File: src/sv/assert_macros.svh
`ifndef ASSERT_MACROS_SVH
`define ASSERT_MACROS_SVH

// Clocked assertion, muted while reset is asserted
`define ASSERT_CLK(label, prop, msg) \
  label: assert property (@(posedge clk) disable iff (!rst_n) (prop)) else $error(msg);

// Clocked implication, muted while reset is asserted
`define ASSERT_IMPL(label, ante, cons, msg) \
  label: assert property (@(posedge clk) disable iff (!rst_n) (ante) |-> (cons)) else $error(msg);

`endif

File: src/sv/iesp_pkg.sv
`default_nettype none

package iesp_pkg;

  localparam int unsigned HASH_BYTES  = 20;
  localparam int unsigned HASH_IDX_W  = $clog2(HASH_BYTES);
  localparam int unsigned FIXED_BYTES = 40;
  localparam int unsigned FIXED_WORDS = FIXED_BYTES / 4;
  localparam int unsigned FLAGS_OFF   = FIXED_BYTES + HASH_BYTES;
  localparam int unsigned PATH_OFF    = FLAGS_OFF + 2;
  localparam int unsigned OFF_W       = 13;
  localparam int unsigned PLEN_W      = 12;
  localparam int unsigned ALIGN_MASK  = 7;
  localparam logic [31:0] INDEX_MAGIC = 32'h4449_5243;

  typedef enum logic [1:0] {
    KIND_HDR_OK  = 2'd0,
    KIND_HDR_BAD = 2'd1,
    KIND_PATH    = 2'd2,
    KIND_ENTRY   = 2'd3
  } kind_t;

  typedef struct packed {
    logic [7:0] data_byte;
    logic       first_byte;
  } iesp_item_t;

  typedef struct packed {
    kind_t              kind;
    logic [63:0]        change_time;
    logic [63:0]        modify_time;
    logic [63:0]        device_and_inode;
    logic [31:0]        mode_or_version;
    logic [63:0]        user_and_group;
    logic [31:0]        size_or_count;
    logic [63:0]        hash_upper;
    logic [63:0]        hash_middle;
    logic [31:0]        hash_lower;
    logic [PLEN_W-1:0]  path_info;
    logic               last_entry;
  } iesp_result_t;

endpackage

`default_nettype wire

File: src/sv/iesp_in_stage.sv
`default_nettype none

module iesp_in_stage (
  input  logic                clk,
  input  logic                rst_n,
  input  logic                in_valid,
  output logic                in_stall,
  input  logic [7:0]          in_data_byte,
  input  logic                in_first_byte,
  input  logic                adv,
  output logic                item_valid,
  output iesp_pkg::iesp_item_t item
);
  import iesp_pkg::*;

  logic       valid_r;
  logic       valid_nxt;
  iesp_item_t item_r;
  logic       take;

  assign in_stall   = valid_r && !adv;
  assign take       = in_valid && !in_stall;
  assign item_valid = valid_r && adv;
  assign item       = item_r;

  always_comb begin
    valid_nxt = valid_r;
    if (take) begin
      valid_nxt = 1'b1;
    end else if (adv) begin
      valid_nxt = 1'b0;
    end
  end

  always_ff @(posedge clk) begin
    if (!rst_n) begin
      valid_r <= 1'b0;
    end else begin
      valid_r <= valid_nxt;
    end
    if (take) begin
      item_r.data_byte  <= in_data_byte;
      item_r.first_byte <= in_first_byte;
    end
  end

endmodule

`default_nettype wire

File: src/sv/iesp_parse.sv
`default_nettype none

module iesp_parse (
  input  logic                   clk,
  input  logic                   rst_n,
  input  logic                   item_valid,
  input  iesp_pkg::iesp_item_t   item,
  output logic                   res_valid,
  output iesp_pkg::iesp_result_t res
);
  import iesp_pkg::*;

  typedef enum logic [1:0] {
    PH_WAIT,
    PH_HEADER,
    PH_ENTRY
  } phase_t;

  phase_t             phase_r, phase_nxt;
  logic [OFF_W-1:0]   byte_offset_r, byte_offset_nxt;
  logic [31:0]        word_shift_r, word_shift_nxt;
  logic [PLEN_W-1:0]  path_length_r, path_length_nxt;
  logic [31:0]        entries_left_r, entries_left_nxt;
  logic [31:0]        field_store_r;
  logic [31:0]        entry_words_r [FIXED_WORDS];
  logic [7:0]         hash_store_r [HASH_BYTES];

  logic                  field_we;
  logic                  word_we;
  logic [3:0]            word_idx;
  logic                  hash_we;
  logic [HASH_IDX_W-1:0] hash_idx;

  always_comb begin
    phase_t           ph;
    logic [OFF_W-1:0] off;
    logic [31:0]      ws;
    logic [31:0]      ws_shl;
    logic [OFF_W-1:0] hash_off;
    logic [OFF_W-1:0] path_end;
    logic [OFF_W:0]   entry_end;
    logic [OFF_W:0]   off_inc;

    phase_nxt        = phase_r;
    byte_offset_nxt  = byte_offset_r;
    word_shift_nxt   = word_shift_r;
    path_length_nxt  = path_length_r;
    entries_left_nxt = entries_left_r;
    field_we         = 1'b0;
    word_we          = 1'b0;
    hash_we          = 1'b0;
    res_valid        = 1'b0;
    res              = '0;

    ph        = item.first_byte ? PH_HEADER : phase_r;
    off       = item.first_byte ? '0 : byte_offset_r;
    ws        = item.first_byte ? '0 : word_shift_r;
    ws_shl    = {ws[23:0], item.data_byte};
    hash_off  = off - OFF_W'(FIXED_BYTES);
    hash_idx  = hash_off[HASH_IDX_W-1:0];
    word_idx  = off[5:2];
    path_end  = OFF_W'(PATH_OFF) + {{(OFF_W-PLEN_W){1'b0}}, path_length_r};
    entry_end = ((OFF_W+1)'(PATH_OFF + 1 + ALIGN_MASK)
                 + {{(OFF_W+1-PLEN_W){1'b0}}, path_length_r})
                & ~(OFF_W+1)'(ALIGN_MASK);
    off_inc   = {1'b0, off} + (OFF_W+1)'(1);

    if (item_valid && (item.first_byte || phase_r != PH_WAIT)) begin
      phase_nxt       = ph;
      byte_offset_nxt = off + OFF_W'(1);
      word_shift_nxt  = ws;
      unique case (ph)
        PH_HEADER: begin
          word_shift_nxt = ws_shl;
          if (off == OFF_W'(3) && ws_shl != INDEX_MAGIC) begin
            phase_nxt       = PH_WAIT;
            byte_offset_nxt = '0;
            res_valid       = 1'b1;
            res.kind        = KIND_HDR_BAD;
          end else if (off == OFF_W'(7)) begin
            field_we = 1'b1;
          end else if (off == OFF_W'(11)) begin
            entries_left_nxt    = ws_shl;
            byte_offset_nxt     = '0;
            phase_nxt           = (ws_shl != '0) ? PH_ENTRY : PH_WAIT;
            res_valid           = 1'b1;
            res.kind            = KIND_HDR_OK;
            res.mode_or_version = field_store_r;
            res.size_or_count   = ws_shl;
          end
        end
        PH_ENTRY: begin
          if (off < OFF_W'(FIXED_BYTES)) begin
            word_shift_nxt = ws_shl;
            word_we        = (off[1:0] == 2'd3);
          end else if (off < OFF_W'(FLAGS_OFF)) begin
            hash_we = 1'b1;
          end else if (off == OFF_W'(FLAGS_OFF)) begin
            word_shift_nxt = {24'd0, item.data_byte};
          end else if (off == OFF_W'(FLAGS_OFF + 1)) begin
            path_length_nxt = {ws[3:0], item.data_byte};
          end else if (off < path_end) begin
            res_valid     = 1'b1;
            res.kind      = KIND_PATH;
            res.path_info = {{(PLEN_W-8){1'b0}}, item.data_byte};
          end else if (off_inc >= entry_end) begin
            entries_left_nxt     = entries_left_r - 32'd1;
            byte_offset_nxt      = '0;
            res_valid            = 1'b1;
            res.kind             = KIND_ENTRY;
            res.change_time      = {entry_words_r[0], entry_words_r[1]};
            res.modify_time      = {entry_words_r[2], entry_words_r[3]};
            res.device_and_inode = {entry_words_r[4], entry_words_r[5]};
            res.mode_or_version  = entry_words_r[6];
            res.user_and_group   = {entry_words_r[7], entry_words_r[8]};
            res.size_or_count    = entry_words_r[9];
            for (int i = 0; i < 8; i++) begin
              res.hash_upper[63-8*i -: 8]  = hash_store_r[i];
              res.hash_middle[63-8*i -: 8] = hash_store_r[8+i];
            end
            for (int i = 0; i < 4; i++) begin
              res.hash_lower[31-8*i -: 8] = hash_store_r[16+i];
            end
            res.path_info  = path_length_r;
            res.last_entry = (entries_left_r == 32'd1);
            if (entries_left_r == 32'd1) begin
              phase_nxt = PH_WAIT;
            end
          end
        end
        default: begin
          phase_nxt = PH_WAIT;
        end
      endcase
    end
  end

  always_ff @(posedge clk) begin
    if (!rst_n) begin
      phase_r        <= PH_WAIT;
      byte_offset_r  <= '0;
      word_shift_r   <= '0;
      path_length_r  <= '0;
      entries_left_r <= '0;
    end else begin
      phase_r        <= phase_nxt;
      byte_offset_r  <= byte_offset_nxt;
      word_shift_r   <= word_shift_nxt;
      path_length_r  <= path_length_nxt;
      entries_left_r <= entries_left_nxt;
    end
    if (field_we) begin
      field_store_r <= word_shift_nxt;
    end
    if (word_we) begin
      entry_words_r[word_idx] <= word_shift_nxt;
    end
    if (hash_we) begin
      hash_store_r[hash_idx] <= item.data_byte;
    end
  end

endmodule

`default_nettype wire

File: src/sv/iesp_out_reg.sv
`default_nettype none

module iesp_out_reg (
  input  logic                   clk,
  input  logic                   rst_n,
  input  logic                   res_valid,
  input  iesp_pkg::iesp_result_t res,
  output logic                   adv,
  output logic                   out_valid,
  input  logic                   out_stall,
  output iesp_pkg::iesp_result_t out_res
);
  import iesp_pkg::*;

  logic         valid_r;
  logic         valid_nxt;
  iesp_result_t res_r;

  assign adv       = !valid_r || !out_stall;
  assign out_valid = valid_r;
  assign out_res   = res_r;

  always_comb begin
    valid_nxt = valid_r;
    if (adv) begin
      valid_nxt = res_valid;
    end
  end

  always_ff @(posedge clk) begin
    if (!rst_n) begin
      valid_r <= 1'b0;
    end else begin
      valid_r <= valid_nxt;
    end
    if (adv && res_valid) begin
      res_r <= res;
    end
  end

endmodule

`default_nettype wire

File: src/sv/index_entry_stream_parser.sv
// Index image parser: takes one image byte per cycle while out_stall is low (in_first_byte
// marks the start of an image) and gives header, path-byte and entry results. Throughput
// is one byte per cycle while out_stall is low; a result is taken into the output register
// after its byte passes through the input register and then the single-pass parse logic.
// Bytes that give no result still pass through both. While the output register holds a
// stalled result and the input register is full, in_stall stays high.
`default_nettype none
`include "assert_macros.svh"

module index_entry_stream_parser (
  input  logic        clk,
  input  logic        rst_n,
  input  logic        in_valid,
  output logic        in_stall,
  input  logic [7:0]  in_data_byte,
  input  logic        in_first_byte,
  output logic        out_valid,
  input  logic        out_stall,
  output logic [1:0]  out_kind,
  output logic [63:0] out_change_time,
  output logic [63:0] out_modify_time,
  output logic [63:0] out_device_and_inode,
  output logic [31:0] out_mode_or_version,
  output logic [63:0] out_user_and_group,
  output logic [31:0] out_size_or_count,
  output logic [63:0] out_hash_upper,
  output logic [63:0] out_hash_middle,
  output logic [31:0] out_hash_lower,
  output logic [11:0] out_path_info,
  output logic        out_last_entry
);
  import iesp_pkg::*;

  logic         adv;
  logic         item_valid;
  iesp_item_t   item;
  logic         res_valid;
  iesp_result_t res;
  iesp_result_t out_res;

  iesp_in_stage u_in (
    .clk          (clk),
    .rst_n        (rst_n),
    .in_valid     (in_valid),
    .in_stall     (in_stall),
    .in_data_byte (in_data_byte),
    .in_first_byte(in_first_byte),
    .adv          (adv),
    .item_valid   (item_valid),
    .item         (item)
  );

  iesp_parse u_parse (
    .clk       (clk),
    .rst_n     (rst_n),
    .item_valid(item_valid),
    .item      (item),
    .res_valid (res_valid),
    .res       (res)
  );

  iesp_out_reg u_out (
    .clk      (clk),
    .rst_n    (rst_n),
    .res_valid(res_valid),
    .res      (res),
    .adv      (adv),
    .out_valid(out_valid),
    .out_stall(out_stall),
    .out_res  (out_res)
  );

  assign out_kind             = out_res.kind;
  assign out_change_time      = out_res.change_time;
  assign out_modify_time      = out_res.modify_time;
  assign out_device_and_inode = out_res.device_and_inode;
  assign out_mode_or_version  = out_res.mode_or_version;
  assign out_user_and_group   = out_res.user_and_group;
  assign out_size_or_count    = out_res.size_or_count;
  assign out_hash_upper       = out_res.hash_upper;
  assign out_hash_middle      = out_res.hash_middle;
  assign out_hash_lower       = out_res.hash_lower;
  assign out_path_info        = out_res.path_info;
  assign out_last_entry       = out_res.last_entry;

  `ASSERT_IMPL(a_stall_from_output, in_stall, out_valid && out_stall,
    "input stalled without output back pressure")
  `ASSERT_IMPL(a_result_has_room, res_valid, adv,
    "parse result produced while output register is blocked")
  `ASSERT_CLK(a_reject_is_bare,
    !(out_valid && out_kind == KIND_HDR_BAD) ||
    (out_size_or_count == '0 && out_path_info == '0 && !out_last_entry),
    "header rejection carries payload")

endmodule

`default_nettype wire
File: config.mk
export PLATFORM = sky130hd
export DESIGN_NAME = index_entry_stream_parser
export DESIGN_NICKNAME = d
export VERILOG_FILES = /design/src/sv/iesp_pkg.sv /design/src/sv/iesp_in_stage.sv /design/src/sv/iesp_parse.sv /design/src/sv/iesp_out_reg.sv /design/src/sv/index_entry_stream_parser.sv
export VERILOG_INCLUDE_DIRS = /design/src /design/src/sv
export SDC_FILE = /design/constraint.sdc
export NUM_CORES = 1
export LEC_CHECK = 0
export CAP_MARGIN = 30
export CORE_ASPECT_RATIO = 0.9
export CORE_MARGIN = 3
export CORE_UTILIZATION = 58
export DETAILED_ROUTE_END_ITERATION = 8
export DONT_BUFFER_PORTS = 1
export PLACE_DENSITY = 0.74
export SYNTH_ARGS = -nofsm -noshare
export SYNTH_HDL_FRONTEND = slang
export SYNTH_SLANG_ARGS = --single-unit
File: constraint.sdc
create_clock -name clk -period 80.7 [get_ports clk]
set_clock_uncertainty 0.2 [all_clocks]
set_input_delay 4.035 -clock clk [delete_from_list [all_inputs] [get_ports clk]]
set_output_delay 4.035 -clock clk [all_outputs]
set_load 0.005 [all_outputs]
==> impl_metrics.py, run 1 <==
metrics = {
    "global_route": {
        "antenna_found_initial": 0,
        "busiest_layer": "met2",
        "first_global_vias": 21300,
        "grt_first_pass_wirelength_um": 146000,
        "grt_max_degree": 158,
        "grtUsageMet3": 0.0584,
        "gr-usage-met1": 0.360,
        "met2_usage": 0.440,
        "grt_overflow": 0,
        "grt_usage": 0.269,
    },
    "clocking": {
        "clock-sinks": 1109,
        "clk_pin_slew_worst_paths_ns": 0.07,
        "cts_tree": "yes",
        "clock_path_buffers": 3,
        "cts_made_buffers": 104,
        "postCtsResizedCells": 0,
        "clock_latency_ns": 0.67,
        "cts_root_buf": "clkbuf_16",
        "cts_setup_buffers": 0,
        "htreeDepth": 3,
        "ctsHoldBuffers": 0,
    },
    "sta": {
        "hold_viol_final": 0,
        "rsz0062_at_grt": "false",
        "setup_ws_ns": 72.23,
        "finalCritPeriodShare": 0.105,
        "max_freq_mhz": 118,
        "fin_tns_setup_ns": 0,
        "setup_violations": 0,
        "slew_headroom": 0.303,
        "finalMaxSlewViolations": 0,
        "tightest_slew_ns": 1.04,
        "fin_crit_ns": 8.47,
    },
    "routing": {
        "drc": 0,
        "post_drt_wl_per_cell_um": 28.2,
        "route.antenna.remaining_nets": 0,
        "drt_iter0_drc": 2813,
        "avgViaCountPerCell": 6.16,
        "vias": 22400,
        "drt-total-wl_um": 102000,
        "firstDrtPassIters": 7,
    },
    "worst_setup_path": {
        "path_depth": 1,
        "cp_top_family": "simple AND/OR/NAND/NOR gates",
        "critPathLaunchType": "primary input",
        "reg2reg_depth": 20,
        "cp_slowest_cell": "and3_1",
        "cp_slowest_stage_delay_ns": 0.20,
        "cp_max_fo": 3,
        "required_ns": 76.47,
        "worstPathArrival_ns": 4.24,
        "crit_buf_inv": 0,
        "endpoint_kind": "primary output",
        "worstSetupPathType": "primary input to primary output",
        "cp_cell_sequence": "and3_1",
    },
    "yosys": {
        "synth_async_sr_flop_share": 0,
        "yosysSeqAreaShare": 0.784,
        "synth_area_mm2": 0.0413,
        "synthesis.nets": 2631,
        "ys.flop_type": "edfxtp_1",
        "ys_types": 81,
        "syn_inst": 2586,
        "synth_edf_count": 1016,
        "synth_area_per_cell_um2": 16.0,
        "ys_ff_latch": 1109,
        "yosysWarnings": 0,
    },
    "place": {
        "placed_area_mm2": 0.0424,
        "gp_congestion": 0.878,
        "dp_hpwl_um": 63200,
        "dp_cells": 3444,
        "io_buffers": 0,
        "dp_slack_ns": 71.95,
    },
    "die": {
        "chipWidth_um": 287,
        "initial_core_util": 0.588,
        "rows": 92,
        "core_area_mm2": 0.0702,
        "die_h_um": 259,
        "dieArea_mm2": 0.0744,
        "ios": 510,
    },
    "final_layout": {
        "fill_cells": 4653,
        "finalNetCount": 2658,
        "ff_latch_area_mm2": 0.0324,
        "final_common_cell": "edfxtp_1",
        "final_cell_mix": "1016 x edfxtp_1, 459 x and2_1, 171 x nor2_1",
        "syn_to_final_growth_pct": 10.9,
        "drive_gt1_frac": 0.0913,
        "final_util": 0.652,
        "multi_input_area_mm2": 0.00833,
        "instances_no_fill": 3633,
        "fin_area_mm2": 0.0458,
        "diodes": 0,
    },
    "hold_path": {
        "hold_path_class": "register to register",
        "hold_path_depth": 2,
    },
    "power": {
        "pwr-share-seq": 0.560,
        "p_leak_uw": 0.0143,
        "ir_drop_mv": 0.0187,
        "clkPwrFrac": 0.425,
        "internal_power_uw": 886,
        "power_density_mw_per_mm2": 24.2,
        "switchingPower_uw": 223,
        "pwr-share-comb": 0.015,
        "switching_share": 0.201,
    },
    "outcome": {
        "status": "finished clean",
    },
    "run": {
        "cap_viol_max_count": 0,
    },
}
-- worst paths after layout --
check / start / endpoint / slack, ns
hold / removal: u_parse.entries_left_r[17] / u_parse.entries_left_r[17] / 0.28
hold reg to reg: u_parse.entries_left_r[17] / u_parse.entries_left_r[17] / 0.28
setup / recovery: out_stall / in_stall / 72.23
setup reg to reg: u_in.item[0] / u_out.out_res[407] / 73.55
-- layout make-up --
cell class | count | share of cell area
clock buffers | 121 | 0.0596
multi-input cells | 1319 | 0.182
flip-flops and latches | 1109 | 0.707
clock inverters | 65 | 0.0123
inverters | 26 | 0.00213
well taps | 940 | 0.0257
repair buffers | 53 | 0.0108
-- logic make-up after synthesis --
family                     count (synthesis)  share of synthesized area
AOI/OAI and AO/OA                        329                     0.0577
muxes                                     15                    0.00370
adders and majority gates                 32                    0.00970
buffers and inverters                    158                     0.0170
DFF                                     1109                      0.784
and+or+nand+nor                          915                      0.122
xor gates and xnor gates                  28                    0.00594
-- worst min-delay path: cells and delay by family, from the launching register on --
family,cells,cell delay (ns)
flops,1,0.31
simple gates,1,0.05
compound gates,1,0.07
-- power groups by stage --
stage / Combinational, uW / Sequential, uW / Clock (uW)
finish: 16.5 / 621 / 471
global route: 17.5 / 621 / 501
CTS: 16.3 / 621 / 477
detailed placement: 16.2 / 634 / 0
global placement: 16.0 / 634 / 0
floorplan: 8.76 / 635 / 0
-- cell usage after synthesis (all sizes together) (8+ instances only) --
cell type	count	area share
dfxtp	93	0.045
a221o	17	0.0041
nand4	11	0.0017
a211oi	14	0.0025
o22ai	11	0.0017
a31oi	9	0.0014
nand2	106	0.0096
nand2b	8	0.0012
o211ai	10	0.0019
a32oi	8	0.0017
nor2	181	0.017
clkbuf	56	0.0051
xor2	17	0.0036
o21ai	52	0.0065
and2	460	0.070
nor3	30	0.0036
inv	26	0.0024
nand3	37	0.0046
nor4	17	0.0034
a22oi	65	0.012
edfxtp	1016	0.74
and3	8	0.0012
ha	32	0.0097
a21oi	57	0.0069
a22o	30	0.0064
nor2b	25	0.0038
xnor2	11	0.0023
mux2i	13	0.0032
buf	76	0.0095
-- stage by stage --
stage	hold WS (ns)	total power (uW)
3_5_place_dp	0.264	650
5_1_grt	0.302	1140
2_1_floorplan	0.247	643
6_report	0.283	1110
3_3_place_gp	0.255	650
4_1_cts	0.279	1110
-- state kept, by name, summed over array words and instances (netlist names), 12 cells and up --
signal,flops
u_out.out_res,495
u_parse.byte_offset_r,13
u_parse.entries_left_r,32
u_parse.entry_words_r,320
u_parse.field_store_r,32
u_parse.hash_store_r,160
u_parse.path_length_r,12
u_parse.word_shift_r,32
-- metal layers --
layer | up-vias | wire, um
met1 | 11300 | 38800
li1 | 9635 | -
met5 | - | 0
met3 | 191 | 9240
met2 | 1246 | 50200
met4 | 0 | 3980
Power figures use the tool's default switching activity.
==> run 2, diff against run 1 <==
--- a/config.mk
+++ b/config.mk
@@ -9,10 +9,10 @@
 export CAP_MARGIN = 30
 export CORE_ASPECT_RATIO = 0.9
 export CORE_MARGIN = 3
-export CORE_UTILIZATION = 58
+export CORE_UTILIZATION = 57
 export DETAILED_ROUTE_END_ITERATION = 8
 export DONT_BUFFER_PORTS = 1
-export PLACE_DENSITY = 0.74
+export PLACE_DENSITY = 0.75
 export SYNTH_ARGS = -nofsm -noshare
 export SYNTH_HDL_FRONTEND = slang
 export SYNTH_SLANG_ARGS = --single-unit
==> constraint.sdc (replaced) <==
create_clock -name clk -period 7.4 [get_ports clk]
set_clock_uncertainty 0.2 [all_clocks]
set_input_delay 0.37 -clock clk [delete_from_list [all_inputs] [get_ports clk]]
set_output_delay 0.37 -clock clk [all_outputs]
set_load 0.005 [all_outputs]
==> run 2 against run 1 <==
Compared with the run above: worst hold slack got worse by 0.15 ns; critical endpoint is now u_out.out_res[408]; combinational power rose to 12 times the previous value; design area rose by 1.1%; register-to-register slack worse by 72 ns; critical path depth rose by 18; global-route usage increased by 0.34 points; highest routed layer unchanged; non-clock buffer count up 18; critical path type is now register to register.
==> impl_metrics.py, run 2 (synthesized netlist as in run 1, its figures left out) <==
metrics = {
    "outcome": {
        "status": "finished clean",
    },
    "die": {
        "rows": 92,
        "dieArea_mm2": 0.0757,
        "core_area_mm2": 0.0709,
        "ios": 510,
        "initial_core_util": 0.582,
        "chipWidth_um": 290,
        "die_h_um": 261,
    },
    "routing": {
        "drt_iter0_drc": 2681,
        "route.antenna.remaining_nets": 0,
        "drc": 0,
        "drt-total-wl_um": 105000,
        "avgViaCountPerCell": 6.16,
        "vias": 22600,
        "firstDrtPassIters": 6,
        "post_drt_wl_per_cell_um": 28.7,
    },
    "clocking": {
        "clock-sinks": 1109,
        "cts_setup_buffers": 0,
        "cts_tree": "yes",
        "cts_made_buffers": 104,
        "clk_pin_slew_worst_paths_ns": 0.06,
        "htreeDepth": 3,
        "clock_latency_ns": 0.68,
        "cts_root_buf": "clkbuf_16",
        "clock_path_buffers": 3,
    },
    "hold_path": {
        "min_from": "in_data_byte[3]",
        "min_to": "u_in.item[4]",
        "hold_path_depth": 1,
        "hold_path_class": "primary input to register",
    },
    "worst_setup_path": {
        "worst-r2r-setup-slack_ns": 1.67,
        "endpoint_kind": "register",
        "critPathLaunchType": "register",
        "cp_max_fo": 104,
        "worstSetupPathType": "register to register",
        "reg2reg_depth": 19,
        "r2r_start": "u_in.item[0]",
        "reg2reg_to": "u_out.out_res[408]",
        "worstPathArrival_ns": 5.82,
        "required_ns": 7.49,
    },
    "sta": {
        "hold_viol_final": 0,
        "finalCritPeriodShare": 0.774,
        "setup_violations": 0,
        "max_freq_mhz": 175,
        "slew_headroom": 0.312,
        "tightest_slew_ns": 1.03,
        "finalMaxSlewViolations": 0,
        "rsz0062_at_grt": "false",
        "fin_crit_ns": 5.73,
        "fin_tns_setup_ns": 0,
    },
    "global_route": {
        "grt_overflow": 0,
        "first_global_vias": 21500,
        "antenna_found_initial": 2,
        "grt_first_pass_wirelength_um": 149000,
        "grt_max_degree": 122,
        "grt_usage": 0.272,
    },
    "power": {
        "ir_drop_mv": 0.201,
        "power_density_mw_per_mm2": 268,
        "p_leak_uw": 0.0145,
    },
    "final_layout": {
        "largest_register_ffs": 495,
        "final_cell_mix": "1016 x edfxtp_1, 459 x and2_1, 171 x nor2_1",
        "instances_no_fill": 3661,
        "finalNetCount": 2676,
        "diodes": 0,
        "syn_to_final_growth_pct": 12.1,
        "fill_cells": 4725,
        "drive_gt1_frac": 0.0945,
        "final_common_cell": "edfxtp_1",
    },
    "place": {
        "dp_hpwl_um": 65900,
        "gp_congestion": 0.911,
        "io_buffers": 0,
        "dp_cells": 3449,
    },
    "run": {
        "cap_viol_max_count": 0,
    },
}
-- run 2: per-layer routing --
metal | vias up | GRT usage | part of all wire
li1 | 9703 | - | -
met1 | 11400 | 0.358 | 0.37
met2 | 1230 | 0.450 | 0.50
met3 | 232 | 0.0527 | 0.083
met4 | 0 | 0.114 | 0.043
met5 | - | 0 | 0
-- run 2: metrics by stage --
stage / worst slack (ns) / util / power, uW / instance area, um2 / hold slack (ns)
after floorplan: -4.40 / - / 7020 / 41400 / 0.247
after global placement: 1.93 / 0.599 / 7090 / 42500 / 0.259
after detailed placement: 1.89 / 0.601 / 7090 / 42600 / 0.269
after CTS: 1.78 / 0.653 / 12500 / 46300 / 0.0918
after global routing: 1.38 / 0.653 / 12700 / 46300 / 0.108
final: 1.67 / 0.653 / 12400 / 46300 / 0.131
-- run 2: cell type report --
type | instances | area (um2) | share of cell area
Timing Repair Buffer | 71 | 746 | 0.0161
Clock buffer | 124 | 2700 | 0.0583
Sequential cell | 1109 | 32400 | 0.699
Inverter | 26 | 97.6 | 0.00211
Tap cell | 940 | 1180 | 0.0254
Multi-Input combinational cell | 1319 | 8370 | 0.181
Clock inverter | 72 | 818 | 0.0177
-- run 2: repair_timing --
| item | CTS | global route |
|---|---|---|
| gates resized for setup | 0 | 0 |
| endpoints found under the hold margin | 109 | 0 |
| hold buffers | 16 | 0 |
-- run 2: worst max-delay path by stage --
| stage | to | from | slack (ns) | depth (start not counted) |
|---|---|---|---|---|
| finish | u_out.out_res[408] | u_in.item[0] | 1.67 | 19 |
| global route | u_out.out_res[412] | u_in.item[0] | 1.38 | 19 |
| CTS | u_out.out_res[317] | u_in.item[0] | 1.78 | 19 |
| detailed placement | u_out.out_res[313] | u_in.item[0] | 1.89 | 19 |
| global placement | u_out.out_res[125] | u_in.item[0] | 1.93 | 19 |
| floorplan | u_out.out_res[0] | u_in.item[0] | -4.40 | 20 |
-- run 2: critical path, cell delays in order (launching register included) --
cell      delay (ns)
edfxtp_1        0.73
nand2b_1        0.36
inv_1           0.19
ha_4            0.21
nand2_2         0.06
nor3_2          0.18
and3_1          0.24
and2_1          0.17
nand2_1         0.07
xor2_1          0.19
inv_1           0.07
ha_1            0.27
nand3_1         0.09
nor2_1          0.11
o21ai_1         0.11
o21ai_2         0.30
o211ai_1        0.23
a21oi_4         0.57
buf_4           0.38
buf_12          0.43
-- run 2: power breakdown --
part | internal, uW | total, uW | leakage, uW | switching, uW
sequential | 6770 | 6780 | 0.00930 | 11.0
combinational | 43.3 | 195 | 0.00350 | 152
clock | 3120 | 5410 | 0.00171 | 2300
